==> src/rtl/core/cosim_pkg.sv <==
`timescale 1ns / 1ps
// Shared widths, types and defaults for the cosine similarity block.
// No dependencies; every other file imports this package.
package cosim_pkg;

  localparam int ELEM_W  = 16;
  localparam int MAX_LEN = 1024;
  localparam int PROD_W  = 2 * ELEM_W;
  localparam int NORM_W  = 2 * ELEM_W - 1 + $clog2(MAX_LEN);
  localparam int DOT_W   = NORM_W + 1;
  localparam int SCORE_W = 16;
  localparam int FRAC_W  = SCORE_W - 1;
  localparam int SRCH_W  = 2 * DOT_W + 2 * SCORE_W;
  localparam int MUL_STEPS = DOT_W;
  localparam int CNT_W   = $clog2(MUL_STEPS);
  localparam int BIT_W   = $clog2(SCORE_W);
  localparam int QUEUE_DEPTH_DEF = 2;

  localparam logic signed [SCORE_W-1:0] SCORE_MAX = {1'b0, {(SCORE_W-1){1'b1}}};
  localparam logic signed [SCORE_W-1:0] SCORE_MIN = {1'b1, {(SCORE_W-1){1'b0}}};
  localparam logic signed [DOT_W-1:0]   DOT_MAX   = {1'b0, {(DOT_W-1){1'b1}}};
  localparam logic signed [DOT_W-1:0]   DOT_MIN   = {1'b1, {(DOT_W-1){1'b0}}};
  localparam logic [NORM_W-1:0]         NORM_MAX  = {NORM_W{1'b1}};

  // finished sums of one vector pair, handed from accumulator to score unit
  typedef struct packed {
    logic signed [DOT_W-1:0] dot;
    logic [NORM_W-1:0]       norm_a;
    logic [NORM_W-1:0]       norm_b;
  } cosim_sums_t;

endpackage

==> src/rtl/core/cosim_ifs.sv <==
`timescale 1ns / 1ps
// Valid/ready channel interfaces for element pairs in and scores out.
// Depends on cosim_pkg for field widths.
interface cosim_in_if
  import cosim_pkg::*;
();
  logic                     valid;
  logic                     ready;
  logic signed [ELEM_W-1:0] a_elem;
  logic signed [ELEM_W-1:0] b_elem;
  logic                     last;

  modport source (output valid, output a_elem, output b_elem, output last, input ready);
  modport sink   (input valid, input a_elem, input b_elem, input last, output ready);
endinterface


==> src/rtl/core/cosim_front.sv <==
`timescale 1ns / 1ps
// Front end: takes element pairs, registers the three products and keeps
// saturating dot and norm sums. Depends on cosim_pkg and cosim_in_if.
module cosim_front
  import cosim_pkg::*;
(
  input  logic        clk,
  input  logic        rst,
  cosim_in_if.sink    elem,
  input  logic        q_full,
  output logic        push,
  output cosim_sums_t push_sums
);

  logic signed [PROD_W-1:0] prod_ab, prod_aa, prod_bb;
  logic                     s1_valid, s1_last, s1_adv, accept;
  logic signed [PROD_W-1:0] s1_p;
  logic [PROD_W-2:0]        s1_pa, s1_pb;

  logic signed [DOT_W-1:0]  dot;
  logic [NORM_W-1:0]        norm_a, norm_b;
  logic signed [DOT_W:0]    dot_wide;
  logic [NORM_W:0]          na_wide, nb_wide;
  logic signed [DOT_W-1:0]  dot_sat;
  logic [NORM_W-1:0]        na_sat, nb_sat;

  assign prod_ab = elem.a_elem * elem.b_elem;
  assign prod_aa = elem.a_elem * elem.a_elem;
  assign prod_bb = elem.b_elem * elem.b_elem;

  // a request with last needs a free queue slot before it can fold in
  assign s1_adv     = s1_valid && (!s1_last || !q_full);
  assign elem.ready = !s1_valid || s1_adv;
  assign accept     = elem.valid && elem.ready;

  always_ff @(posedge clk) begin
    if (rst) begin
      s1_valid <= 1'b0;
    end else if (accept) begin
      s1_valid <= 1'b1;
    end else if (s1_adv) begin
      s1_valid <= 1'b0;
    end
  end

  always_ff @(posedge clk) begin
    if (accept) begin
      s1_last <= elem.last;
      s1_p    <= prod_ab;
      s1_pa   <= prod_aa[PROD_W-2:0];
      s1_pb   <= prod_bb[PROD_W-2:0];
    end
  end

  always_comb begin
    dot_wide = {dot[DOT_W-1], dot} + (DOT_W+1)'(s1_p);
    na_wide  = {1'b0, norm_a} + (NORM_W+1)'(s1_pa);
    nb_wide  = {1'b0, norm_b} + (NORM_W+1)'(s1_pb);
    if (dot_wide[DOT_W] != dot_wide[DOT_W-1]) begin
      dot_sat = dot_wide[DOT_W] ? DOT_MIN : DOT_MAX;
    end else begin
      dot_sat = dot_wide[DOT_W-1:0];
    end
    na_sat = na_wide[NORM_W] ? NORM_MAX : na_wide[NORM_W-1:0];
    nb_sat = nb_wide[NORM_W] ? NORM_MAX : nb_wide[NORM_W-1:0];
  end

  always_ff @(posedge clk) begin
    if (rst) begin
      dot    <= '0;
      norm_a <= '0;
      norm_b <= '0;
    end else if (s1_adv) begin
      dot    <= s1_last ? '0 : dot_sat;
      norm_a <= s1_last ? '0 : na_sat;
      norm_b <= s1_last ? '0 : nb_sat;
    end
  end

  assign push             = s1_adv && s1_last;
  assign push_sums.dot    = dot_sat;
  assign push_sums.norm_a = na_sat;
  assign push_sums.norm_b = nb_sat;

endmodule

==> src/flat_wrapper.sv <==
// flat-port wrapper written by rule: the top's interface ports become plain ports
module cosim_front_flat import cosim_pkg::*;
  (clk, rst, q_full, push, push_sums, elem_valid, elem_a_elem, elem_b_elem, elem_last, elem_ready);
  cosim_in_if elem_i ();
  input  logic clk;
  input  logic rst;
  input  logic q_full;
  output logic push;
  output cosim_sums_t push_sums;
  input wire logic [$bits(elem_i.valid)-1:0] elem_valid;
  input wire logic [$bits(elem_i.a_elem)-1:0] elem_a_elem;
  input wire logic [$bits(elem_i.b_elem)-1:0] elem_b_elem;
  input wire logic [$bits(elem_i.last)-1:0] elem_last;
  output wire logic [$bits(elem_i.ready)-1:0] elem_ready;
  assign elem_i.valid = elem_valid;
  assign elem_i.a_elem = elem_a_elem;
  assign elem_i.b_elem = elem_b_elem;
  assign elem_i.last = elem_last;
  assign elem_ready = elem_i.ready;
  cosim_front u_core (.clk(clk), .rst(rst), .elem(elem_i), .q_full(q_full), .push(push), .push_sums(push_sums));
endmodule
==> config.mk <==
export PLATFORM = sky130hd
export DESIGN_NAME = cosim_front_flat
export DESIGN_NICKNAME = d
export VERILOG_FILES = /design/src/rtl/core/cosim_pkg.sv /design/src/rtl/core/cosim_ifs.sv /design/src/rtl/core/cosim_front.sv /design/src/flat_wrapper.sv
export SDC_FILE = /design/constraint.sdc
export NUM_CORES = 2
export LEC_CHECK = 0
export BUFFER_PORTS_ARGS = -buffer_cell sky130_fd_sc_hd__clkbuf_2
export CORE_ASPECT_RATIO = 1.1
export CORE_MARGIN = 5
export CORE_UTILIZATION = 35
export DETAILED_ROUTE_END_ITERATION = 16
export PLACE_DENSITY_LB_ADDON = 0.15
export SLEW_MARGIN = 20
export SYNTH_ARGS = -nofsm -noshare
export SYNTH_HDL_FRONTEND = slang
export SYNTH_SLANG_ARGS = --single-unit
==> constraint.sdc <==
create_clock -name clk -period 23.2 [get_ports clk]
set_input_delay 4.64 -clock clk [delete_from_list [all_inputs] [get_ports clk]]
set_output_delay 4.64 -clock clk [all_outputs]
set_load 0.1 [all_outputs]
; Word-level counts from Yosys, hierarchy flattened
; Cells that the tools add are included.
; Widths: inputs -> output; s select.
[word_totals]
reg_bits = 220
out_inout_bits = 126
inputBits = 37
word_cells = 33
[classes]
add_sub_neg = 3
n_mul = 3
muxes = 9
n_reduce_logical = 9
eq_ne = 1
[ops]
columns = operator, count
row1 = $mux 41, 4
row2 = $mux 42, 3
row3 = $add 41x31->42, 2
row4 = $mul 16x16->31, 2
row5 = $add 42x32->43, 1
row6 = $mul 16x16->32, 1
row7 = $logic_and 1x1->1, 3
row8 = $logic_not 1->1, 3
row9 = $logic_or 1x1->1, 2
row10 = $mux 1, 2
row11 = $reduce_bool 2->1, 1
row12 = $ne 1x1->1, 1

; Longest topological paths before layout
[logic_depth]
ltp_word = 6
ltp_mapped = 26
mapped_depth_nobuf = 24

; Least setup slack after synthesis
; No wires, ideal clock.
[synth_timing]
path_kind = input-to-reg
from = in elem_a_elem[15]
to = reg u_core.s1_p[30], data pin
setup_ns = 0.158
path_slack_ns = 12.423
arrival_time_ns = 10.620
path_stages = 23
path_cell_list = clkbuf_1 > inv_1 > clkbuf_1 > buf_1 > nor2_1 > fa_1 > fa_1 > fa_1 > fa_1 > fa_1 > inv_1 > fa_1 > inv_1 > ha_1 > a21oi_1 > nor2b_1 > o21ai_0 > nand2b_1 > a21oi_1 > a21oi_1 > o31ai_1 > or4b_1 > o211ai_1
[synth_via]
elab_chain_len = 1
[synth_rtl]
columns = element, line_no
row1 = start: declaration, flat_wrapper.sv:11  ; input wire logic [$bits(elem_i.a_elem)-1:0] elem_a_elem;
row2 = $mul 16x16->32, cosim_front.sv:27  ; assign prod_ab = elem.a_elem * elem.b_elem;
row3 = net u_core.prod_ab[30], cosim_front.sv:15  ; logic signed [PROD_W-1:0] prod_ab, prod_aa, prod_bb;
row4 = end signal: assignment, cosim_front.sv:49  ; s1_p <= prod_ab;
row5 = end: declaration, cosim_front.sv:17  ; logic signed [PROD_W-1:0] s1_p;
; The timed path passes the listed nets, and every way through them passes these cells.
; A chain may end at the register's enable or synchronous reset.

; Worst setup path in the final report
[layout_timing]
from = in elem_b_elem[3]
to = reg u_core.s1_p[31], data pin
[layout_via]
elab_chain_len = 1
[layout_rtl]
columns = element, line_no
row1 = start: declaration, flat_wrapper.sv:12  ; input wire logic [$bits(elem_i.b_elem)-1:0] elem_b_elem;
row2 = $mul 16x16->32, cosim_front.sv:27
row3 = net u_core.prod_ab[31], cosim_front.sv:15
; The timed path passes the listed nets, and every way through them passes these cells.

==> impl_metrics.env <==
export IMPL_outcome="completed"
export IMPL_worst_pin_slew_ns=0.991
export IMPL_final_common_cell="inv_1"
export IMPL_fp_dieW_um=337
export IMPL_drt_initial_drc_count=1404
export IMPL_post_drt_wl_per_cell_um=18.3
export IMPL_synth_edff_count=93
export IMPL_first_pass_iters=4
export IMPL_num_rows=132
export IMPL_grt_pass1_vias=32540
export IMPL_start_util=0.351
export IMPL_die_h_um=370
export IMPL_finalHoldViolCount=0
export IMPL_r2r_end="u_core.dot[20]"
export IMPL_clock_path_buffers=3
export IMPL_synth_seq_cells=218
export IMPL_nets=5768
export IMPL_wl_met2_mm=56.8
export IMPL_fin_crit_sh=0.486
export IMPL_maxCapViolations=0
export IMPL_antenna_found_initial=3
export IMPL_via_per_inst=4.96
export IMPL_layout_drive_gt1_share=0.0627
export IMPL_ys_seq_area_frac=0.128
export IMPL_period_minus_slack_ns=11.27
export IMPL_rsz0062_at_grt="false"
export IMPL_grt_ovfl_total=0
export IMPL_critPathArrivalTime_ns=11.61
export IMPL_slew_headroom=0.338
export IMPL_netlist_instances=4599
export IMPL_final_cell_mix="984 x inv_1, 721 x fa_1, 462 x nand2_1, 360 x ha_1, 219 x nor2_1"
export IMPL_ff2ff_setup_slack_ns=18.85
export IMPL_grt_pass1_wl_mm=182
export IMPL_totalWireLength_mm=114
export IMPL_drtAntennaViolNets=0
export IMPL_cts_sinks=218
export IMPL_startpoint_type="primary input"
export IMPL_tns_ns=0
export IMPL_cts_htree_levels=1
export IMPL_finalClockSkew_ns=0.0337
export IMPL_maxSlewViolCount=0
export IMPL_antenna_cells=0
export IMPL_hpwl_mm=89.5
export IMPL_endpoint_kind="flip-flop"
export IMPL_ioPinCount=163
export IMPL_critPathMaxFanout=28
export IMPL_hp_class="reg2reg"
export IMPL_post_cts_buffers=0
export IMPL_place_ws_ns=11.26
export IMPL_synthArstFlopShare=0
export IMPL_cts_buffers=30
export IMPL_min_to="u_core.dot[14]"
export IMPL_dieArea_um2=125000
export IMPL_wl_met1_mm=52.1
export IMPL_critPathRequiredTime_ns=23.54
export IMPL_layout_setup_ws_ns=11.93
export IMPL_synthToLayoutAreaGrowth_pct=8.03
export IMPL_drc=0
export IMPL_setup_viol=0
export IMPL_ys_flop_type="dfxtp_1"
export IMPL_cts_tree="built"
export IMPL_clk_insertion_delay_late_ns=0.62
export IMPL_track_usage=0.183
export IMPL_postCtsHoldBufs=0
export IMPL_root_buffer="clkbuf_16"
export IMPL_ys_types=85
export IMPL_dr_max_layer_used="met5"
export IMPL_path_clk_slew_ns=0.06
export IMPL_dr_wl_met3_mm=3.07
export IMPL_core_um2=117000
export IMPL_holdCritStartpoint="u_core.dot[14]"
export IMPL_grt_max_degree=62
export IMPL_avgSynthCellArea_um2=8.97
export IMPL_critPathKind="in2reg"
export IMPL_synthesis_area_um2=41200
export IMPL_portBuffers=162
export IMPL_whs_path_depth=2
export IMPL_num_vias=30839
export IMPL_max_freq_mhz=88.7
export IMPL_yosys_warnings=0
export IMPL_cts_resized=0
export IMPL_r2r_start="u_core.dot[0]"
export IMPL_gp_congestion=0.819
export IMPL_rr_worst_depth=13
export IMPL_syn_nets=5717
==> state kept, by name (all words and copies together) (netlist names) <==
signal,flops
u_core.dot,42
u_core.norm_a,41
u_core.norm_b,41
u_core.s1_last,1
u_core.s1_p,32
u_core.s1_pa,30
u_core.s1_pb,30
u_core.s1_valid,1
==> critical path, cell delays in order <==
cell and delay [ns]:
clkbuf_2 0.62, inv_1 0.54, nor2_1 0.25, fa_1 0.59, fa_1 0.58, fa_1 0.46, fa_1 0.51, fa_1 0.49
inv_1 0.05, fa_1 0.47, inv_1 0.04, ha_1 0.21, or2_2 0.29, a2111oi_0 0.40, a41oi_1 0.09, nand2_1 0.14
o21ai_0 0.14, a31oi_1 0.23, a21oi_1 0.15, mux2i_1 0.14, a2111oi_0 0.58
==> cells in the mapped netlist, types with 10 or more instances <==
| cell | instances | area, um2 |
|---|---|---|
| xnor2_1 | 153 | 1340 |
| nand3_1 | 55 | 275 |
| nand4_1 | 25 | 156 |
| buf_2 | 23 | 115 |
| and3_1 | 37 | 231 |
| xor2_1 | 60 | 526 |
| a21oi_1 | 209 | 1050 |
| clkbuf_1 | 136 | 510 |
| a31o_2 | 10 | 87.6 |
| o21ai_0 | 137 | 686 |
| inv_1 | 984 | 3690 |
| and2_1 | 190 | 1190 |
| a31oi_1 | 28 | 175 |
| o31ai_1 | 11 | 82.6 |
| o211ai_1 | 18 | 135 |
| a21o_1 | 92 | 691 |
| edfxtp_1 | 93 | 2790 |
| nand2b_1 | 34 | 213 |
| fa_1 | 721 | 14400 |
| nor2_1 | 221 | 830 |
| or3_1 | 16 | 100 |
| a211oi_1 | 24 | 180 |
| dfxtp_1 | 125 | 2500 |
| or2_2 | 15 | 93.8 |
| o21bai_1 | 24 | 180 |
| nor2b_1 | 22 | 138 |
| nand2_1 | 462 | 1730 |
| maj3_1 | 18 | 180 |
| ha_1 | 360 | 4500 |
| o21a_1 | 19 | 143 |
| nor3_1 | 25 | 125 |
| a22oi_1 | 13 | 97.6 |
| mux2i_1 | 10 | 100 |
| a22o_1 | 55 | 482 |
==> cell type report <==
cell class / count / area [um2]
Fill cell: 12108 / 72900
Clock buffer: 35 / 779
Multi-Input combinational cell: 3216 / 31500
Clock inverter: 21 / 270
Tap cell: 1541 / 1930
Timing Repair Buffer: 196 / 1070
Sequential cell: 218 / 5300
Inverter: 988 / 3710
==> logic make-up (layout without fill, tap and decap cells) <==
| kind of cell | count (synthesis) | in the layout | share of synthesized area |
|---|---|---|---|
| buffers and inverters | 1165 | 1240 | 0.108 |
| adders and majority gates | 1101 | 1101 | 0.464 |
| and+or+nand+nor | 1137 | 1137 | 0.130 |
| muxes | 15 | 15 | 0.00379 |
| DFF | 218 | 218 | 0.128 |
| AOI/OAI and AO/OA | 749 | 749 | 0.120 |
| xor gates and xnor gates | 214 | 214 | 0.0456 |
==> metal layers <==
metal / GRT usage / vias to the layer above
met5: 0 / -
met4: 0.0304 / 4
met3: 0.0105 / 73
met2: 0.326 / 401
met1: 0.250 / 15683
li1: - / 14678
==> through the flow <==
step                area (um2)   util  std cells  hold WS (ns)
floorplan                41200      -       4599         0.432
global placement         43500  0.370       6159         0.442
detailed placement       43500  0.370       6159         0.453
CTS                      44500  0.379       6215         0.464
global route             44500  0.379       6215         0.485
finish                   44500  0.379       6215         0.460
==> how the worst max path moves through the flow <==
stage,startpoint,cells past startpoint,end,slack (ns)
finish,elem_b_elem[3],21,u_core.s1_p[31],11.93
CTS,elem_b_elem[3],21,u_core.s1_p[31],11.90
global placement,elem_b_elem[3],21,u_core.s1_p[31],11.40
global route,elem_a_elem[15],22,u_core.s1_p[31],11.59
floorplan,elem_a_elem[15],23,u_core.s1_p[30],12.42
detailed placement,elem_b_elem[3],21,u_core.s1_p[31],11.26
Power is left out: the tool's default activity adds up to more than one toggle a clock period on the data nets, which glitch-free logic cannot reach.
