### src/rtl/core/cosim_pkg.sv
`timescale 1ns / 1ps
// Shared widths, types and defaults for the cosine similarity block.
// No dependencies; every other file imports this package.
package cosim_pkg;

  localparam int ELEM_W  = 16;
  localparam int MAX_LEN = 1024;
  localparam int PROD_W  = 2 * ELEM_W;
  localparam int NORM_W  = 2 * ELEM_W - 1 + $clog2(MAX_LEN);
  localparam int DOT_W   = NORM_W + 1;
  localparam int SCORE_W = 16;
  localparam int FRAC_W  = SCORE_W - 1;
  localparam int SRCH_W  = 2 * DOT_W + 2 * SCORE_W;
  localparam int MUL_STEPS = DOT_W;
  localparam int CNT_W   = $clog2(MUL_STEPS);
  localparam int BIT_W   = $clog2(SCORE_W);
  localparam int QUEUE_DEPTH_DEF = 2;

  localparam logic signed [SCORE_W-1:0] SCORE_MAX = {1'b0, {(SCORE_W-1){1'b1}}};
  localparam logic signed [SCORE_W-1:0] SCORE_MIN = {1'b1, {(SCORE_W-1){1'b0}}};
  localparam logic signed [DOT_W-1:0]   DOT_MAX   = {1'b0, {(DOT_W-1){1'b1}}};
  localparam logic signed [DOT_W-1:0]   DOT_MIN   = {1'b1, {(DOT_W-1){1'b0}}};
  localparam logic [NORM_W-1:0]         NORM_MAX  = {NORM_W{1'b1}};

  // finished sums of one vector pair, handed from accumulator to score unit
  typedef struct packed {
    logic signed [DOT_W-1:0] dot;
    logic [NORM_W-1:0]       norm_a;
    logic [NORM_W-1:0]       norm_b;
  } cosim_sums_t;

endpackage

### src/rtl/core/cosim_queue.sv
`timescale 1ns / 1ps
// Short register queue of finished sums between accumulator and score unit.
// Depends on cosim_pkg for the entry type.
module cosim_queue
  import cosim_pkg::*;
#(
  parameter int DEPTH = QUEUE_DEPTH_DEF
) (
  input  logic        clk,
  input  logic        rst,
  input  logic        push,
  input  cosim_sums_t push_sums,
  output logic        full,
  input  logic        pop,
  output logic        head_valid,
  output cosim_sums_t head
);

  localparam int AW = (DEPTH > 1) ? $clog2(DEPTH) : 1;
  localparam int CW = $clog2(DEPTH + 1);

  cosim_sums_t   slots [DEPTH];
  logic [AW-1:0] wr_ptr, rd_ptr;
  logic [CW-1:0] count;

  assign full       = (count == CW'(DEPTH));
  assign head_valid = (count != '0);
  assign head       = slots[rd_ptr];

  always_ff @(posedge clk) begin
    if (push) begin
      slots[wr_ptr] <= push_sums;
    end
  end

  always_ff @(posedge clk) begin
    if (rst) begin
      wr_ptr <= '0;
      rd_ptr <= '0;
      count  <= '0;
    end else begin
      if (push) begin
        wr_ptr <= (wr_ptr == AW'(DEPTH - 1)) ? '0 : wr_ptr + 1'b1;
      end
      if (pop) begin
        rd_ptr <= (rd_ptr == AW'(DEPTH - 1)) ? '0 : rd_ptr + 1'b1;
      end
      if (push && !pop) begin
        count <= count + 1'b1;
      end else if (pop && !push) begin
        count <= count - 1'b1;
      end
    end
  end

  a_no_overflow: assert property (@(posedge clk) disable iff (rst) push |-> !full)
    else $error("queue written while full");
  a_no_underflow: assert property (@(posedge clk) disable iff (rst) pop |-> head_valid)
    else $error("queue read while empty");
  a_count_range: assert property (@(posedge clk) disable iff (rst) count <= CW'(DEPTH))
    else $error("queue count out of range");

endmodule

### config.mk
export PLATFORM = sky130hd
export DESIGN_NAME = cosim_queue
export DESIGN_NICKNAME = d
export VERILOG_FILES = /design/src/rtl/core/cosim_pkg.sv /design/src/rtl/core/cosim_queue.sv
export SDC_FILE = /design/constraint.sdc
export NUM_CORES = 1
export LEC_CHECK = 0
export BUFFER_PORTS_ARGS = -buffer_cell sky130_fd_sc_hd__buf_2
export CORE_UTILIZATION = 40
export DETAILED_ROUTE_END_ITERATION = 8
export MAX_ROUTING_LAYER = met4
export SLEW_MARGIN = 5
export SYNTH_ARGS = -nofsm -noshare
export SYNTH_HDL_FRONTEND = slang
export SYNTH_SLANG_ARGS = --single-unit
### constraint.sdc
create_clock -name clk -period 8 [get_ports clk]
set_clock_uncertainty 0.1 [all_clocks]
set_input_delay 0.8 -clock clk [delete_from_list [all_inputs] [get_ports clk]]
set_output_delay 0.8 -clock clk [all_outputs]
set_load 0.01 [all_outputs]
; Yosys cells after proc, flatten, opt, wreduce, memory -nomap -nowiden
; Memory sizes are Yosys's and may differ from the RTL's. A register that Yosys moved wholly into a read port is not among the register bits.
; Cells that the tools add are included.
[classes]
n_addsub = 4
eq_ne = 1
muxes = 8
reduce_logical = 6
[op_table]
columns = operator, n
row1 = two-way mux 1 bit, 6
row2 = two-way mux 2 bit, 2
row3 = nonzero test 2 bit, 2
row4 = "adder 1 bit, second input constant", 2
row5 = "adder 2 x 1 -> 2 bit, second input constant", 1
row6 = "equality test 2 bit, second input constant", 1
row7 = logical AND 1 bit, 2
row8 = zero test 1 bit, 2
row9 = "subtractor 2 x 1 -> 2 bit, second input constant", 1
[word_totals]
n_memories = 1
ram_bits = 248
output_inout_bits = 126
ff_bits = 4
word_cells = 23
[memory_table]
columns = memory, depth, word_bits, rd, rd_ports_with_merged_regs, write_ports, line_no
row1 = slots, 2, 124, 1, 1, 1, cosim_queue.sv:22  ; cosim_sums_t slots [DEPTH];

; Logic depth before layout (Yosys ltp)
; Gate-level depths: netlist of run 1.
[logic_depth]
word_depth = 4
depth_mapped = 5
ltp_nobuf = 5

; Worst setup path after synthesis of run 1
; Ideal clock, no wire load.
[synth_timing]
path_type = in2reg
from = in push
to = mem slots[0][0] (netlist name), enable pin
path_buffers = 0
slack_ns = 1.099
required_time_ns = 7.277
setup_time_ns = 0.623
cell_stages = 1
t_arrival_ns = 6.177
path_cell_list = nor2b_1
[synth_between]
elab_chain_cells = 2
[synth_lines]
columns = element, line_no
row1 = start: declaration, cosim_queue.sv:11  ; input logic push,
row2 = two-way mux 1 bit, cosim_queue.sv:31  ; if (push) begin
row3 = two-way mux 1 bit (not written as such), cosim_queue.sv:32  ; slots[wr_ptr] <= push_sums;
row4 = end: declaration, cosim_queue.sv:22
; No other way between the ends.

==> results of run 1 <==
## layer usage
metal  track usage, %  vias to the layer above  wire [um]  part of all wire (%)
li1                 -                     2167          -                     -
met1            17.97                     2273       7600                    43
met2            23.57                      180       8318                    47
met3            4.345                       28       1362                   7.7
met4            3.361                        0        327                   1.9
met5                -                        -          0                     0
## Yosys cell counts, drive strengths merged
library cell	instances
and2	1
a21oi	1
o21ai	1
or3	1
inv	1
nor2b	2
or2	1
nor2	4
mux2	124
edfxtp	248
xor2	2
ha	1
dfxtp	5
xnor2	2
buf	14
## worst max-delay path by stage
stage,from,slack [ns],end
5_1_grt,flop,3.86,head[108]
3_5_place_dp,flop,4.53,head[109]
4_1_cts,flop,3.98,head[109]
6_report,flop,4.07,head[109]
2_1_floorplan,push,1.10,slots[0][0]
3_3_place_gp,flop,4.58,head[109]
## cell type report
cell class              count  area [um2]  area share (%)
inverters                   1       3.754         0.03181
diodes                      3       7.507         0.06362
well taps                 313       391.6           3.319
clock inverters            14       116.4          0.9861
flip-flops and latches    253        7551           63.99
repair buffers            257        1296           10.98
clock buffers              33       698.2           5.917
multi-input cells         140        1735           14.71
## worst max-delay path, cell delays in order (launching register included)
cell and delay (ns):
dfxtp_4 1.00, buf_4 0.89, mux2_2 0.41, buf_2 0.14
## layout by cell type, fill, tap and decap left out, drive strengths merged
| master | instances |
|---|---|
| a21oi | 1 |
| o21ai | 1 |
| diode | 3 |
| edfxtp | 248 |
| clkinvlp | 2 |
| xnor2 | 2 |
| nor2 | 4 |
| buf | 257 |
| bufinv | 2 |
| clkbuf | 33 |
| xor2 | 2 |
| nor2b | 2 |
| and2 | 1 |
| or2 | 1 |
| inv | 1 |
| mux2 | 124 |
| dfxtp | 5 |
| clkinv | 10 |
| or3 | 1 |
| ha | 1 |
## through the flow
stage / total power [mW] / setup slack (ns) / cells / area (um2) / hold slack [ns]
2_1_floorplan: 1.809 / 1.099 / 408 / 9397 / 0.3558
3_3_place_gp: 1.928 / 4.578 / 964 / 10980 / 0.3763
3_5_place_dp: 1.939 / 4.533 / 964 / 10980 / 0.4006
4_1_cts: 3.088 / 3.984 / 1011 / 11790 / 0.3478
5_1_grt: 3.165 / 3.861 / 1014 / 11800 / 0.3485
6_report: 3.046 / 4.072 / 1014 / 11800 / 0.3791
## state kept, by name, indices dropped and copies added (netlist names), named ones only
register / count
slots: 248
count: 2
rd_ptr: 1
wr_ptr: 1
## power by group through the flow
| stage | Sequential (mW) | Clock, mW | Combinational [mW] |
|---|---|---|---|
| 2_1_floorplan | 1.60 | 0 | 0.208 |
| 3_3_place_gp | 1.61 | 0 | 0.322 |
| 3_5_place_dp | 1.61 | 0 | 0.328 |
| 4_1_cts | 1.58 | 1.18 | 0.329 |
| 5_1_grt | 1.59 | 1.23 | 0.349 |
| 6_report | 1.58 | 1.14 | 0.324 |
## cell families (layout without fill, tap and decap cells)
group,count (synthesis),count (layout),synth area share (%)
buffers and inverters,15,305,1.318
and+or+nand+nor,9,9,0.4927
xor gates and xnor gates,4,4,0.3729
AOI/OAI and AO/OA,2,2,0.1064
other,0,3,0
adders and majority gates,1,1,0.1331
muxes,124,124,17.26
DFF,253,253,80.32
==> impl_results.md, run 1 <==
- Status: finished, final reports clean
- Initial antenna violation count: 3
- Synth Instances: 408
- IO Pins: roughly 250
- Mapped cell area: 9397 um2
- Clk_lat worst skew: 0.50 ns
- Number of CTS-inserted buffers: 27
- Net Sw Power: 654.2 uW
- Clk root buf: clkbuf_16
- Htree depth: 1
- Post-CTS Resized: 0
- Setup TNS: 0 ns
- Synth area leaders: edfxtp_1, mux2_4, mux2_2
- Area Overhead vs Synth: 25.58%
- Switch share: 21.48%
- Fin crit period: around 3.9 ns
- Num rows: 55
- Iter 0 DRT Violations: between 150 and 200
- Clk buf depth: 3
- Worst path required time: 7.10 ns
- Startpoint types: flop
- RD Place Congestion: 0.7396
- DR WL/cell: 17.36 um
- Vias in the first global route: about 5k
- Share of cells above drive strength 1: about three fifths
- Min-delay src: push_sums[121]
- DIE AREA: 24110 um2
- Nature of the critical path endpoint: output port
- RR Endpoint: slots[1][74]
- Slew headroom: 29.40%
- Utilization after layout: 51.65%
- Gr ovfl total: 0
- Global-route wire length before repair: 26.33 mm
- Final setup fails: 0
- Biggest area consumer among synthesized cells: edfxtp_1
- Worst slew pin tran: approximately 1.1 ns
- CTS tree: done
- Fin crit share: 49.10%
- Int Pwr: ~2.4 mW
- Final Hold Viols: 0
- R2R depth: 2
- Initial Utilization: 41.13%
- Post-route DRC violation count: 0
- Hold worst-path end: slots[0][121]
- Gate power share: 10.6%
- Routed WL: 17.61 mm
- Synth Register Bits: between 200 and 300
- Hold path depth: 1
- Largest net degree at the start of global routing: 78
- Nets: ~810
- RSZ-0062 raised after global routing: false
- Layout fillers: 1904
- Clock transition at the registers of the reported paths: 0.06 ns
- Routed vias: 4648
- Post-CTS Setup Inserts: 0
- Die span in x: about 160 um
- Sequential share of power: 51.9%
- Worst Setup Path Type: reg -> out
- Leakage power figure: 4.526 nW
- YS warnings: 0
- Area of the core: 22850 um2
- Yosys cell types: 17
- Synth top area share: 79.25%
- Hold-fix buffers, CTS: 0
- Worst EP arrival: 3.03 ns
- Slew Viols, Final: 0
- Fmax achieved: 254.6 MHz
- Drt pass-1 iters: 4
- GR Util All Layers: 14.53%
- Via/cell ratio: 4.584
- Peak supply drop: 195.7 uV
- Reg2reg setup slack: between 5 and 6 ns
- Pwr per Cell Area: approximately 260 nW/um2
- Max Cap Viol: 0
- Clock tree sinks: 253
- Routed Antenna Nets: 0
- Worst-path fanout max: 67
- Part of the Yosys area used for sequential elements: ~80%
- DIE HEIGHT: 155.3 um
- Synthesized area per cell: between 20 and 25 um2
- Origin of the critical flop-to-flop path: wr_ptr
- Clk pwr share: 37.4%
- HPWL Detailed: 11.54 mm
- Synthesized Nets: 537
- Hold WC Path Type: in -> reg
- Port bufs: 253
No activity file was read; power rests on OpenSTA's default activity.
==> inputs of run 2 (changes only) <==
Settings changed: ABC_AREA from default to 1, PLACE_DENSITY from default to 0.66.
Clock period 8 ns to 3.6 ns, I/O delays scaled along.
==> run 2 against run 1 <==
  * Critical path type unchanged
  * Via count increased by 13%
  * Hold slack got worse by 0.34 ns
  * Global-route usage increased by 1.4 points
  * Cell area grew 11%
  * Critical endpoint is now head[7]
  * Non-clock buffer count is 127 higher
  * Clock power up 140%
  * Largest cell class unchanged
==> impl_results.md, run 2 <==
- Worst Setup Path Type: reg -> out
- Synth area leaders: edfxtp_1, mux2_4, mux2_2
- DIE HEIGHT: 155.4 um (about the same)
- Initial Utilization: 41.21% (+0.082 points)
- Hold path depth: 3 (+2)
- Nature of the critical path endpoint: output port
- Worst-path fanout max: 49 (-27%)
- Htree depth: 1 (unchanged)
- DR WL/cell: 16.60 um (-4.4%)
- Synth top area share: 79.10% (-0.16 points)
- Ant diodes: 0 (-3)
- Most common cell after layout, fill and taps aside: buf_2
- Initial antenna violation count: 0 (-3)
- Largest net degree at the start of global routing: 76 (-2.6%)
- Slew headroom: 35.31% (+5.9 points)
- DIE AREA: 24160 um2 (+0.19%)
- Hold WC Path Type: in -> reg
- IO Pins: 254 (unchanged)
- Final Hold Viols: 0 (unchanged)
- RSZ-0062 raised after global routing: false
- Clock tree sinks: 253 (unchanged)
- Startpoint types: flop
- Count leader, synth: edfxtp_1
- CP max stage delay: 0.56 ns (-0.44 ns)
- Gr ovfl total: 0 (unchanged)
- Fin crit share: 69.76%
- Iter 0 DRT Violations: 228 (+25%)
- Worst-path cell with the longest stage delay: buf_4
- RD Place Congestion: 0.7788 (+5.3%)
- Yosys cell types: 16 (-1)
- Crit-path cells: buf_4, mux2_2, buf_2
- Worst path required time: 3.14 ns (-3.96 ns)
- Clk root buf: clkbuf_16
- Share of cells above drive strength 1: 50.54% (-9.5 points)
- Power Total: 6.963 mW (+130%)
- YS warnings: 0 (unchanged)
- Pwr per Cell Area: 529.4 nW/um2 (+110%)
- Clk buf depth: 3 (unchanged)
- GR Util All Layers: 15.94% (+1.4 points)
- Top post-synthesis cells by count: edfxtp_1, mux2_2, mux2_4
- Num rows: 55 (unchanged)
- Port bufs: 253 (unchanged)
- Leakage power figure: 5.114 nW (+13%)
- Drt pass-1 iters: 4 (unchanged)
- Clk_lat worst skew: 0.52 ns (+0.02 ns)
- Most frequent cells in the layout: buf_2, edfxtp_1, dlygate4sd3_1, mux2_2, mux2_4
- Routed vias: 5258 (+13%)
- Vias in the first global route: 5770 (+17%)
- Setup TNS: 0 ns (unchanged)
- R2R depth: 3 (+1)
- Via/cell ratio: 4.572 (-0.25%)
- Routed Antenna Nets: 0 (unchanged)
- Layout fillers: 1770 (-7.0%)
- Post-route DRC violation count: 0 (unchanged)
- Routed WL: 19.09 mm (+8.4%)
- Fmax achieved: between 300 and 400 MHz
- Synth Register Bits: 253 (unchanged)
- CTS tree: done
- Max Cap Viol: 0 (unchanged)
- Area Overhead vs Synth: 39.71%
- Biggest area consumer among synthesized cells: edfxtp_1
- Post-CTS Resized: 0 (unchanged)
- Top Registers: slots (248), count (2)
- Nets: 946 (+17%)
- Synthesized area per cell: 22.47 um2 (-2.4%)
- Top reg by flops: slots
- Synthesized Nets: 548 (+2.0%)
- EDFF count, synth: 248 (unchanged)
- Part of the Yosys area used for sequential elements: 80.16% (-0.16 points)
- Mapped cell area: 9415 um2 (+0.20%)
- HPWL Detailed: 11.89 mm (+3.0%)
- Worst slew pin tran: 0.9703 ns (-0.08866 ns)
- Largest register FFs: 248 (unchanged)
- Origin of the critical flop-to-flop path: wr_ptr
- Utilization after layout: 57.57% (+5.9 points)
- Worst EP arrival: 2.05 ns (-0.98 ns)
- Status: finished, final reports clean
- Global-route wire length before repair: 29.29 mm (+11%)
- Number of CTS-inserted buffers: 26 (-3.7%)
- Synth Instances: 419 (+2.7%)
- Die span in x: 155.4 um (about the same)
- Fin crit period: 2.511 ns
- Area of the core: 22850 um2 (unchanged)
- Slew Viols, Final: 0 (unchanged)
- Post-synth ARST share: 0% (unchanged)
- Final setup fails: 0 (unchanged)
- Clock transition at the registers of the reported paths: 0.06 ns (about the same)
- Min-delay src: pop
- Peak supply drop: 404.2 uV (+110%)
- Ys flop type: edfxtp_1
-- run 2: cell types whose count changed after synthesis, moves of 2 or more --
| cell | before | now |
|---|---|---|
| nor2_1 | 4 | 6 |
| nor2b_1 | 2 | 0 |
| inv_1 | 1 | 9 |
| xor2_1 | 2 | 0 |
| nand2_1 | 0 | 6 |
-- run 2: layer usage --
metal  share of wire [%]  GRT usage [%]  vias up
met3                 6.1          3.705       41
met5                   0              -        -
li1                    -              -     2441
met2                  51          27.99      195
met4                 3.0          5.275        0
met1                  40          17.88     2581
-- run 2: kinds of logic (layout without fill, tap and decap cells) --
kind of cell | count (synthesis) | after routing | share of synthesized area, %
compound gates | 2 | 2 | 0.1062
xor+xnor | 1 | 1 | 0.09304
fa+ha+maj | 1 | 1 | 0.1329
buf+inv | 23 | 441 | 1.635
flops | 253 | 253 | 80.16
mux | 124 | 124 | 17.22
simple gates | 15 | 15 | 0.6511
-- run 2: report_power, final --
part           leakage [nW]  switching [mW]  internal [mW]
Clock                 0.411            1.07           1.62
Sequential             2.37          0.0418           3.41
Combinational          2.33           0.386          0.437
-- run 2: repair_timing --
action,in CTS,in global routing
hold endpoints to repair,251,0
hold buffers,125,0
buffers inserted,0,0
setup endpoints to repair,0,0
-- run 2: critical path, delay by kind of cell (launching register included) --
kind	cells	cell delay (ns)
buffers and inverters	2	0.70
muxes	1	0.41
DFF	1	0.35
-- run 2: final timing paths --
| check | endpoint | slack [ns] |
|---|---|---|
| setup / recovery | head[7] | 1.09 |
| hold / removal | flop | 0.04 |
| setup reg to reg | slots[1][71] | 1.77 |
| hold reg to reg | flop | 0.41 |
-- run 2: per-stage QoR --
stage               hold WS, ns  instances  cell area [um2]  worst slack (ns)
finish                  0.03769       1150            13150             1.089
floorplan                0.3324        419             9423            0.1699
global placement         0.3971        977            11040             1.679
global route            0.06724       1150            13150            0.9990
CTS                    0.008228       1150            13150             1.053
detailed placement       0.4083        977            11040             1.633
-- run 2: cell type report --
type	count	area (um2)	area share (%)
clock buffers	32	673.1	5.117
flip-flops and latches	253	7551	57.40
inverters	9	36.28	0.2758
multi-input cells	143	1722	13.09
repair buffers	384	2587	19.67
clock inverters	16	192.7	1.465
well taps	313	391.6	2.977
