<file path="src/rtl/core/cosim_pkg.sv">
`timescale 1ns / 1ps
// Shared widths, types and defaults for the cosine similarity block.
// No dependencies; every other file imports this package.
package cosim_pkg;

  localparam int ELEM_W  = 16;
  localparam int MAX_LEN = 1024;
  localparam int PROD_W  = 2 * ELEM_W;
  localparam int NORM_W  = 2 * ELEM_W - 1 + $clog2(MAX_LEN);
  localparam int DOT_W   = NORM_W + 1;
  localparam int SCORE_W = 16;
  localparam int FRAC_W  = SCORE_W - 1;
  localparam int SRCH_W  = 2 * DOT_W + 2 * SCORE_W;
  localparam int MUL_STEPS = DOT_W;
  localparam int CNT_W   = $clog2(MUL_STEPS);
  localparam int BIT_W   = $clog2(SCORE_W);
  localparam int QUEUE_DEPTH_DEF = 2;

  localparam logic signed [SCORE_W-1:0] SCORE_MAX = {1'b0, {(SCORE_W-1){1'b1}}};
  localparam logic signed [SCORE_W-1:0] SCORE_MIN = {1'b1, {(SCORE_W-1){1'b0}}};
  localparam logic signed [DOT_W-1:0]   DOT_MAX   = {1'b0, {(DOT_W-1){1'b1}}};
  localparam logic signed [DOT_W-1:0]   DOT_MIN   = {1'b1, {(DOT_W-1){1'b0}}};
  localparam logic [NORM_W-1:0]         NORM_MAX  = {NORM_W{1'b1}};

  // finished sums of one vector pair, handed from accumulator to score unit
  typedef struct packed {
    logic signed [DOT_W-1:0] dot;
    logic [NORM_W-1:0]       norm_a;
    logic [NORM_W-1:0]       norm_b;
  } cosim_sums_t;

endpackage

</file>
<file path="src/rtl/core/cosim_ifs.sv">


interface cosim_out_if
  import cosim_pkg::*;
();
  logic                      valid;
  logic                      ready;
  logic signed [SCORE_W-1:0] score;
  logic                      is_match;
  logic                      zero_norm;

  modport source (output valid, output score, output is_match, output zero_norm, input ready);
  modport sink   (input valid, input score, input is_match, input zero_norm, output ready);
endinterface

</file>
<file path="src/rtl/core/cosim_back.sv">
`timescale 1ns / 1ps
// Score unit: shift-add multiplies for dot squared and norm_a * norm_b, then a bit-by-bit
// search for the score magnitude, threshold compare and output register. Depends on cosim_pkg, cosim_out_if.
module cosim_back
  import cosim_pkg::*;
(
  input  logic                      clk,
  input  logic                      rst,
  input  logic signed [SCORE_W-1:0] thr,
  input  logic                      q_valid,
  input  cosim_sums_t               q_head,
  output logic                      q_pop,
  cosim_out_if.source               res
);

  localparam logic [2:0] ST_IDLE   = 3'd0;
  localparam logic [2:0] ST_MUL    = 3'd1;
  localparam logic [2:0] ST_SRCH_A = 3'd2;
  localparam logic [2:0] ST_SRCH_B = 3'd3;
  localparam logic [2:0] ST_FIN    = 3'd4;

  logic [2:0]            st;
  logic [CNT_W-1:0]      cnt;
  logic [BIT_W-1:0]      k;
  logic                  neg, zero;
  logic [2*NORM_W-1:0]   mc_n, acc_n, acc_n_next;
  logic [NORM_W-1:0]     mp_n;
  logic [2*DOT_W-1:0]    mc_d, acc_d, acc_d_next;
  logic [DOT_W-1:0]      mp_d, dot_abs;
  logic [SRCH_W-1:0]     pk, u_acc, s_acc, x_acc, cand, lim;
  logic                  fit, out_free;
  logic [SCORE_W-1:0]    m;
  logic signed [SCORE_W-1:0] score_c;

  assign q_pop    = (st == ST_IDLE) && q_valid;
  assign out_free = !res.valid || res.ready;
  assign dot_abs  = q_head.dot[DOT_W-1] ? DOT_W'(-q_head.dot) : DOT_W'(q_head.dot);

  always_comb begin
    acc_n_next = acc_n + (mp_n[0] ? mc_n : '0);
    acc_d_next = acc_d + (mp_d[0] ? mc_d : '0);
    // m^2 * na * nb must not pass dot^2 * 2^30
    lim  = {{(SRCH_W-2*DOT_W-2*FRAC_W){1'b0}}, acc_d, {(2*FRAC_W){1'b0}}};
    cand = s_acc + x_acc;
    fit  = (cand <= lim);
    if (zero) begin
      score_c = '0;
    end else if (neg) begin
      score_c = m[SCORE_W-1] ? SCORE_MIN : -$signed(m);
    end else begin
      score_c = m[SCORE_W-1] ? SCORE_MAX : $signed(m);
    end
  end

  always_ff @(posedge clk) begin
    if (rst) begin
      st        <= ST_IDLE;
      res.valid <= 1'b0;
    end else begin
      // in ST_FIN the output register is reloaded below whenever it drains
      if (res.valid && res.ready && st != ST_FIN) begin
        res.valid <= 1'b0;
      end
      unique case (st)
        ST_IDLE: begin
          if (q_valid) begin
            zero  <= (q_head.norm_a == '0) || (q_head.norm_b == '0);
            neg   <= q_head.dot[DOT_W-1];
            mc_n  <= (2*NORM_W)'(q_head.norm_a);
            mp_n  <= q_head.norm_b;
            mc_d  <= (2*DOT_W)'(dot_abs);
            mp_d  <= dot_abs;
            acc_n <= '0;
            acc_d <= '0;
            cnt   <= '0;
            m     <= '0;
            s_acc <= '0;
            u_acc <= '0;
            k     <= BIT_W'(SCORE_W - 1);
            st    <= ((q_head.norm_a == '0) || (q_head.norm_b == '0)) ? ST_FIN : ST_MUL;
          end
        end
        ST_MUL: begin
          acc_n <= acc_n_next;
          acc_d <= acc_d_next;
          mc_n  <= mc_n << 1;
          mc_d  <= mc_d << 1;
          mp_n  <= mp_n >> 1;
          mp_d  <= mp_d >> 1;
          cnt   <= cnt + 1'b1;
          if (cnt == CNT_W'(MUL_STEPS - 1)) begin
            // first trial bit weighs (2^15)^2
            pk <= {{(SRCH_W-2*NORM_W-2*FRAC_W){1'b0}}, acc_n_next, {(2*FRAC_W){1'b0}}};
            st <= ST_SRCH_A;
          end
        end
        ST_SRCH_A: begin
          x_acc <= u_acc + pk;
          st    <= ST_SRCH_B;
        end
        ST_SRCH_B: begin
          if (fit) begin
            s_acc <= cand;
            m[k]  <= 1'b1;
            u_acc <= (u_acc >> 1) + pk;
          end else begin
            u_acc <= u_acc >> 1;
          end
          pk <= pk >> 2;
          if (k == '0) begin
            st <= ST_FIN;
          end else begin
            k  <= k - 1'b1;
            st <= ST_SRCH_A;
          end
        end
        ST_FIN: begin
          if (out_free) begin
            res.valid     <= 1'b1;
            res.score     <= score_c;
            res.is_match  <= (score_c >= thr);
            res.zero_norm <= zero;
            st            <= ST_IDLE;
          end
        end
        default: st <= ST_IDLE;
      endcase
    end
  end

  a_zero_score: assert property (@(posedge clk) disable iff (rst)
    res.valid && res.zero_norm |-> res.score == '0)
    else $error("zero norm result with non-zero score");
  a_search_bound: assert property (@(posedge clk) disable iff (rst)
    st == ST_SRCH_A |-> s_acc <= lim)
    else $error("accepted partial square beyond limit");
  a_hold_result: assert property (@(posedge clk) disable iff (rst)
    res.valid && !res.ready |=> res.valid && $stable(res.score) && $stable(res.is_match)
      && $stable(res.zero_norm))
    else $error("result request changed while waiting");

endmodule

</file>
<file path="src/flat_wrapper.sv">
// flat-port wrapper written by rule: the top's interface ports become plain ports
module cosim_back_flat import cosim_pkg::*;
  (clk, rst, thr, q_valid, q_head, q_pop, res_valid, res_score, res_is_match, res_zero_norm, res_ready);
  cosim_out_if res_i ();
  input  logic clk;
  input  logic rst;
  input  logic signed [SCORE_W-1:0] thr;
  input  logic q_valid;
  input  cosim_sums_t q_head;
  output logic q_pop;
  output wire logic [$bits(res_i.valid)-1:0] res_valid;
  output wire logic [$bits(res_i.score)-1:0] res_score;
  output wire logic [$bits(res_i.is_match)-1:0] res_is_match;
  output wire logic [$bits(res_i.zero_norm)-1:0] res_zero_norm;
  input wire logic [$bits(res_i.ready)-1:0] res_ready;
  assign res_valid = res_i.valid;
  assign res_score = res_i.score;
  assign res_is_match = res_i.is_match;
  assign res_zero_norm = res_i.zero_norm;
  assign res_i.ready = res_ready;
  cosim_back u_core (.clk(clk), .rst(rst), .thr(thr), .q_valid(q_valid), .q_head(q_head), .q_pop(q_pop), .res(res_i));
endmodule
</file>
<file path="config.mk">
export PLATFORM = sky130hd
export DESIGN_NAME = cosim_back_flat
export DESIGN_NICKNAME = d
export VERILOG_FILES = /design/src/rtl/core/cosim_pkg.sv /design/src/rtl/core/cosim_ifs.sv /design/src/rtl/core/cosim_back.sv /design/src/flat_wrapper.sv
export SDC_FILE = /design/constraint.sdc
export NUM_CORES = 2
export LEC_CHECK = 0
export BUFFER_PORTS_ARGS = -buffer_cell sky130_fd_sc_hd__buf_2
export CAP_MARGIN = 40
export CORE_MARGIN = 1.5
export CORE_UTILIZATION = 65
export CTS_CLUSTER_SIZE = 40
export DETAILED_ROUTE_END_ITERATION = 8
export PLACE_DENSITY = 0.82
export RECOVER_POWER = 25
export SETUP_SLACK_MARGIN = 0.05
export SLEW_MARGIN = 5
export SYNTH_ARGS = -nofsm -noshare
export SYNTH_HDL_FRONTEND = slang
export SYNTH_SLANG_ARGS = --single-unit
</file>
<file path="constraint.sdc">
create_clock -name clk -period 62.8 [get_ports clk]
set_clock_uncertainty 0.05 [all_clocks]
set_input_delay 3.14 -clock clk [delete_from_list [all_inputs] [get_ports clk]]
set_output_delay 3.14 -clock clk [all_outputs]
set_load 0.05 [all_outputs]
</file>
-- Yosys cells after proc, flatten, opt, wreduce, memory -nomap -nowiden
Index checks and enable logic that the tools add are counted.
- register bits: 929
- input port bits: 144
- output and inout port bits: 20
- word-level logic and storage cells: 114
- add/sub/neg operators: 9
- magnitude comparators: 4
- equal/unequal tests: 11
- muxes and demuxes: 45
- bitwise logic cells: 2
- reductions and logical operators: 23
- operators with widths (kind ; count):
    $pmux W116 S2 ; 3
    $mux W116 ; 4
    $pmux W84 S2 ; 2
    $pmux W82 S2 ; 2
    $mux W84 ; 3
    $mux W82 ; 3
    $add A116 B116 Y116 ; 2
    $add A115 B116 Y116 ; 1
    $le A116 B114 Y1 ; 1
    $add A84 B84 Y84 ; 1
    $mux W42 ; 2
    $pmux W42 S2 ; 1
    $add A82 B82 Y82 ; 1
    $logic_not A41 Y1 ; 2
    $pmux W41 S2 ; 1
    $mux W16 ; 5
    $neg A42 Y42 ; 1
    $mux W41 ; 1
    $pmux W16 S2 ; 1
    $reduce_and A3 Y1 ; 6
    $ge A16 B16 Y1 ; 1
    $neg A16 Y16 ; 1
    $or A16 B16 Y16 ; 1
    $mux W15 ; 1
    other kinds (28) ; 47

-- Depth between registers and ports, before layout
- depth after elaboration: 7
- gate-level depth with buffers: 35
- depth with buffers taken out: 32

-- Worst setup path after synthesis
No wires, ideal clock.
- kind: input to register
- start: input rst
- end: register u_core.acc_d[0] (enable)
- library setup time: 2233 ps
- arrival time: 42847 ps
- required time: 60517 ps
- setup slack: 17670 ps
- stages: 2
- cell sequence: clkbuf_1 -> nor4_1
- longest elaborated chain between the ends: 2
- ends and longest elaborated chain (what ; RTL line ; text):
    start, declared ; flat_wrapper.sv:6 ; input logic rst;
    $not A1 Y1 (no line) ; - ;
    $reduce_and A3 Y1 (no line) ; - ;
    end signal, assigned ; cosim_back.sv:85 ; acc_d <= acc_d_next;
    end, declared ; cosim_back.sv:28 ; logic [2*DOT_W-1:0] mc_d, acc_d, acc_d_next;
Every way passes these cells.
A chain may end at the register's enable or synchronous reset.

-- Final worst setup path
- start: register u_core.x_acc[1]
- end: register u_core.s_acc[112] (enable)
- longest elaborated chain between the ends: 4
- ends and longest elaborated chain (what ; RTL line ; text):
    start, declared ; cosim_back.sv:30 ; logic [SRCH_W-1:0] pk, u_acc, s_acc, x_acc, cand, lim;
    start signal, assigned ; cosim_back.sv:98 ; x_acc <= u_acc + pk;
    $add A116 B116 Y116 ; cosim_back.sv:44 ; cand = s_acc + x_acc;
    named net u_core.cand[111] ; cosim_back.sv:30 ;
    $le A116 B114 Y1 ; cosim_back.sv:45 ; fit = (cand <= lim);
    $ne A2 B1 Y1 (no line) ; - ;
    $reduce_and A4 Y1 (no line) ; - ;
    end signal, assigned ; cosim_back.sv:103 ; s_acc <= cand;
    end, declared ; cosim_back.sv:30 ;
The timed path passes the listed nets, and every way through them passes these cells.

==> results.cfg <==
[yosys]
synth_seq_cells = 925
synth.avg_cell_area_um2 = 9.22
synth_nets = 8322
syn-instance-count = 7562
ys_types = 92
netlist_area_mm2 = 0.0697
ys.flop_type = edfxtp_1
synth-edff-count = 921
synth-seq-area-share = 0.398
synth_warnings = 0
async_flop_share = 0

[floorplan]
pin_count = 164
dieArea_mm2 = 0.109
die_w_um = 331
die_y_um = 331
initial_utilization = 0.659
core_area_mm2 = 0.106
num_rows = 119

[route]
drc_errors = 0
drt_wl_total_mm = 190
via_count = 57300
ant_nets = 0
vias_per_cell = 6.39
routedWlPerCell_um = 21.2
drtPass1Iterations = 6
drt-initial-drc-count = 5443

[clock_tree]
h-tree-depth = 3
ctsHoldBuffers = 0
cts_tree = done
clk_latency_ns = 0.71
clk_path_buf_depth = 3
cts_buffers = 102
cts-root-buf = clkbuf_16
cts_sinks = 925
post_cts_buffers = 0
cts.repair.resized = 0
clk_pin_slew_worst_paths_ns = 0.06

[timing]
tightest_slew_ns = 3.51
setup_viol = 0
drv_slew = 1067
fin_crit_ns = 10.34
fmax_mhz = 96.7
hold_viol_final = 0
fin_crit_sh = 0.165
slew_headroom = -1.34
fin_tns_setup_ns = 0
rsz0062_at_grt = false
finalWorstSetupSlack_ns = 52.46
hold_ws_ns = 0.461

[cells_and_area]
drive_above_1_share = 0.0518
fin_util = 0.704
area_growth_pct = 6.95
fin_cells = 8980
final_nets = 8257

[power]
peakVddDrop_uv = 25.5
powerDensity_mw_per_mm2 = 24.9
p_leak_nw = 31.0

[critical_path]
reg2reg_depth = 30
crit_type = reg2reg
cp-start-kind = register
cp.required_ns = 63.07
cp.arrival_ns = 10.61
timing.rr.end = u_core.s_acc[112]
cp_max_fo = 64
cp-end-kind = register
cpMaxStageDelayCell = buf_4
cp_common_cell = nand4_1
r2r_start = u_core.x_acc[1]
regToRegSetupSlack_ns = 52.46
slowest_delay_ns = 0.81

[hold_path]
hold_class = reg2reg
min_to = u_core.mp_n[11]
whs_path_depth = 2
holdCritStartpoint = u_core.mp_n[12]

[placement]
gp_congestion = 1.00
port_buffers = 163
place_inst = 8782
place_ws_ns = 52.93
dp_hpwl_mm = 147

[global_route]
grt_max_degree = 96
antenna_found_initial = 11
gr-total-overflow = 0
grt_pass1_wl_mm = 297
grt_use_total = 0.341
grt_pass1_vias = 54400

[status]
failed_checks = capacitance limit, slew limit
status = complete, but fails checks

[job]
maxCapViolCount = 16
-- Yosys cell counts (52+ instances only) --
master      n  area share
clkbuf_1  352       0.019
nor3_1     94      0.0067
a21o_1    360       0.039
o21bai_1  125       0.013
nor2b_1    59      0.0053
nand2b_1   60      0.0054
inv_1     278       0.015
and2_1    397       0.036
xnor2_1   297       0.037
nand2_1   782       0.042
edfxtp_1  921        0.40
nor2_1    666       0.036
nand3_1   104      0.0075
o21a_1    124       0.013
and3_1     52      0.0047
nand4_1   193       0.017
mux2i_1   102       0.015
nor4_1     54      0.0048
ha_1      611        0.11
a21oi_1   685       0.049
a31oi_1    74      0.0066
xor2_1    222       0.028
o21ai_0   453       0.033
-- cell usage in the layout, fill, tap and decap left out, types with 38 or more instances in the layout --
| master | synthesis | routed |
|---|---|---|
| clkbuf_1 | 352 | 38 |
| o31ai_1 | 47 | 48 |
| nand2b_1 | 60 | 60 |
| nand4_1 | 193 | 193 |
| nor4_1 | 54 | 54 |
| a21oi_1 | 685 | 685 |
| buf_2 | 7 | 159 |
| edfxtp_1 | 921 | 921 |
| nor2b_1 | 59 | 59 |
| and2_0 | 0 | 92 |
| or3_1 | 39 | 39 |
| inv_1 | 278 | 278 |
| xor2_1 | 222 | 222 |
| a21o_1 | 360 | 360 |
| a31oi_1 | 74 | 75 |
| o21bai_1 | 125 | 125 |
| o21ai_0 | 453 | 453 |
| o21a_1 | 124 | 124 |
| nand3_1 | 104 | 104 |
| mux2i_1 | 102 | 102 |
| and3_1 | 52 | 52 |
| clkbuf_16 | 0 | 103 |
| and2_1 | 397 | 305 |
| xnor2_1 | 297 | 297 |
| nand2_1 | 782 | 782 |
| nor2_1 | 666 | 666 |
| ha_1 | 611 | 611 |
| nor3_1 | 94 | 94 |
-- report_power, final --
group | total [W] | leakage, nW | switching (W) | internal, W
combinational | 0.000465 | 20.6 | 0.000291 | 0.000174
sequential | 0.000763 | 8.74 | 0.0000234 | 0.000740
clock | 0.000632 | 1.68 | 0.000264 | 0.000369
total | 0.00186 | 31.0 | 0.000578 | 0.00128
-- per-stage QoR --
step           area (µm²)  total power [W]
3_3_place_gp        71100          0.00122
4_1_cts             74800          0.00186
5_1_grt             74600          0.00194
3_5_place_dp        71300          0.00123
2_1_floorplan       69700          0.00114
6_report            74600          0.00186
-- sequential cells by signal, summed over array words and instances (netlist names) --
register	cells
u_core.mp_d	42
u_core.s_acc	116
u_core.x_acc	116
u_core.res.is_match	1
u_core.m	16
u_core.res.valid	1
u_core.zero	1
u_core.res.zero_norm	1
u_core.res.score	16
u_core.cnt	6
u_core.u_acc	116
u_core.acc_n	82
u_core.mc_n	82
u_core.neg	1
u_core.mc_d	84
u_core.acc_d	84
u_core.mp_n	41
u_core.st	3
u_core.k	4
u_core.pk	112
-- routing by layer --
layer,GRT usage,share of wire
met5,0,0.00046
met4,0.121,0.035
met3,0.0476,0.067
met2,0.550,0.46
met1,0.473,0.44
-- layout make-up --
cell class	instances	area [µm²]
multi-input combinational	5978	39300
clock inverter	71	855
antenna	6	15.0
fill	8158	31300
clock buffer	119	2640
sequential	925	27700
inverter	279	1050
timing repair buffer	211	1200
tap	1391	1740
-- worst max path at each step --
stage | startpoint | endpoint | slack, ns | cells past startpoint
2_1_floorplan | rst | u_core.acc_d[0] | 17.67 | 2
6_report | u_core.x_acc[1] | u_core.s_acc[112] | 52.46 | 30
4_1_cts | u_core.x_acc[19] | u_core.s_acc[99] | 52.88 | 30
3_3_place_gp | u_core.x_acc[27] | u_core.s_acc[109] | 53.27 | 30
5_1_grt | u_core.x_acc[1] | u_core.s_acc[99] | 51.92 | 30
3_5_place_dp | u_core.x_acc[19] | u_core.s_acc[110] | 52.93 | 30
-- logic make-up (layout without fill, tap and decap cells) --
kind of cell    after synthesis  count (layout)  synth area share
compound gates             2168            2168             0.196
xor+xnor                    519             519            0.0652
fa+ha+maj                   616             616             0.111
buf+inv                     659             680            0.0378
flops                       925             925             0.398
mux                         102             102            0.0146
other cells                   0               6                 0
simple gates               2573            2573             0.177
-- critical path, delay by kind of cell, from the launching register on --
family,cells,cell delay [ns]
buffers and inverters,2,1.34
adders and majority gates,2,0.66
and+or+nand+nor,11,3.36
xor gates and xnor gates,1,0.17
AOI/OAI and AO/OA,14,3.94
DFF,1,0.42
Power figures use the tool's default switching activity.
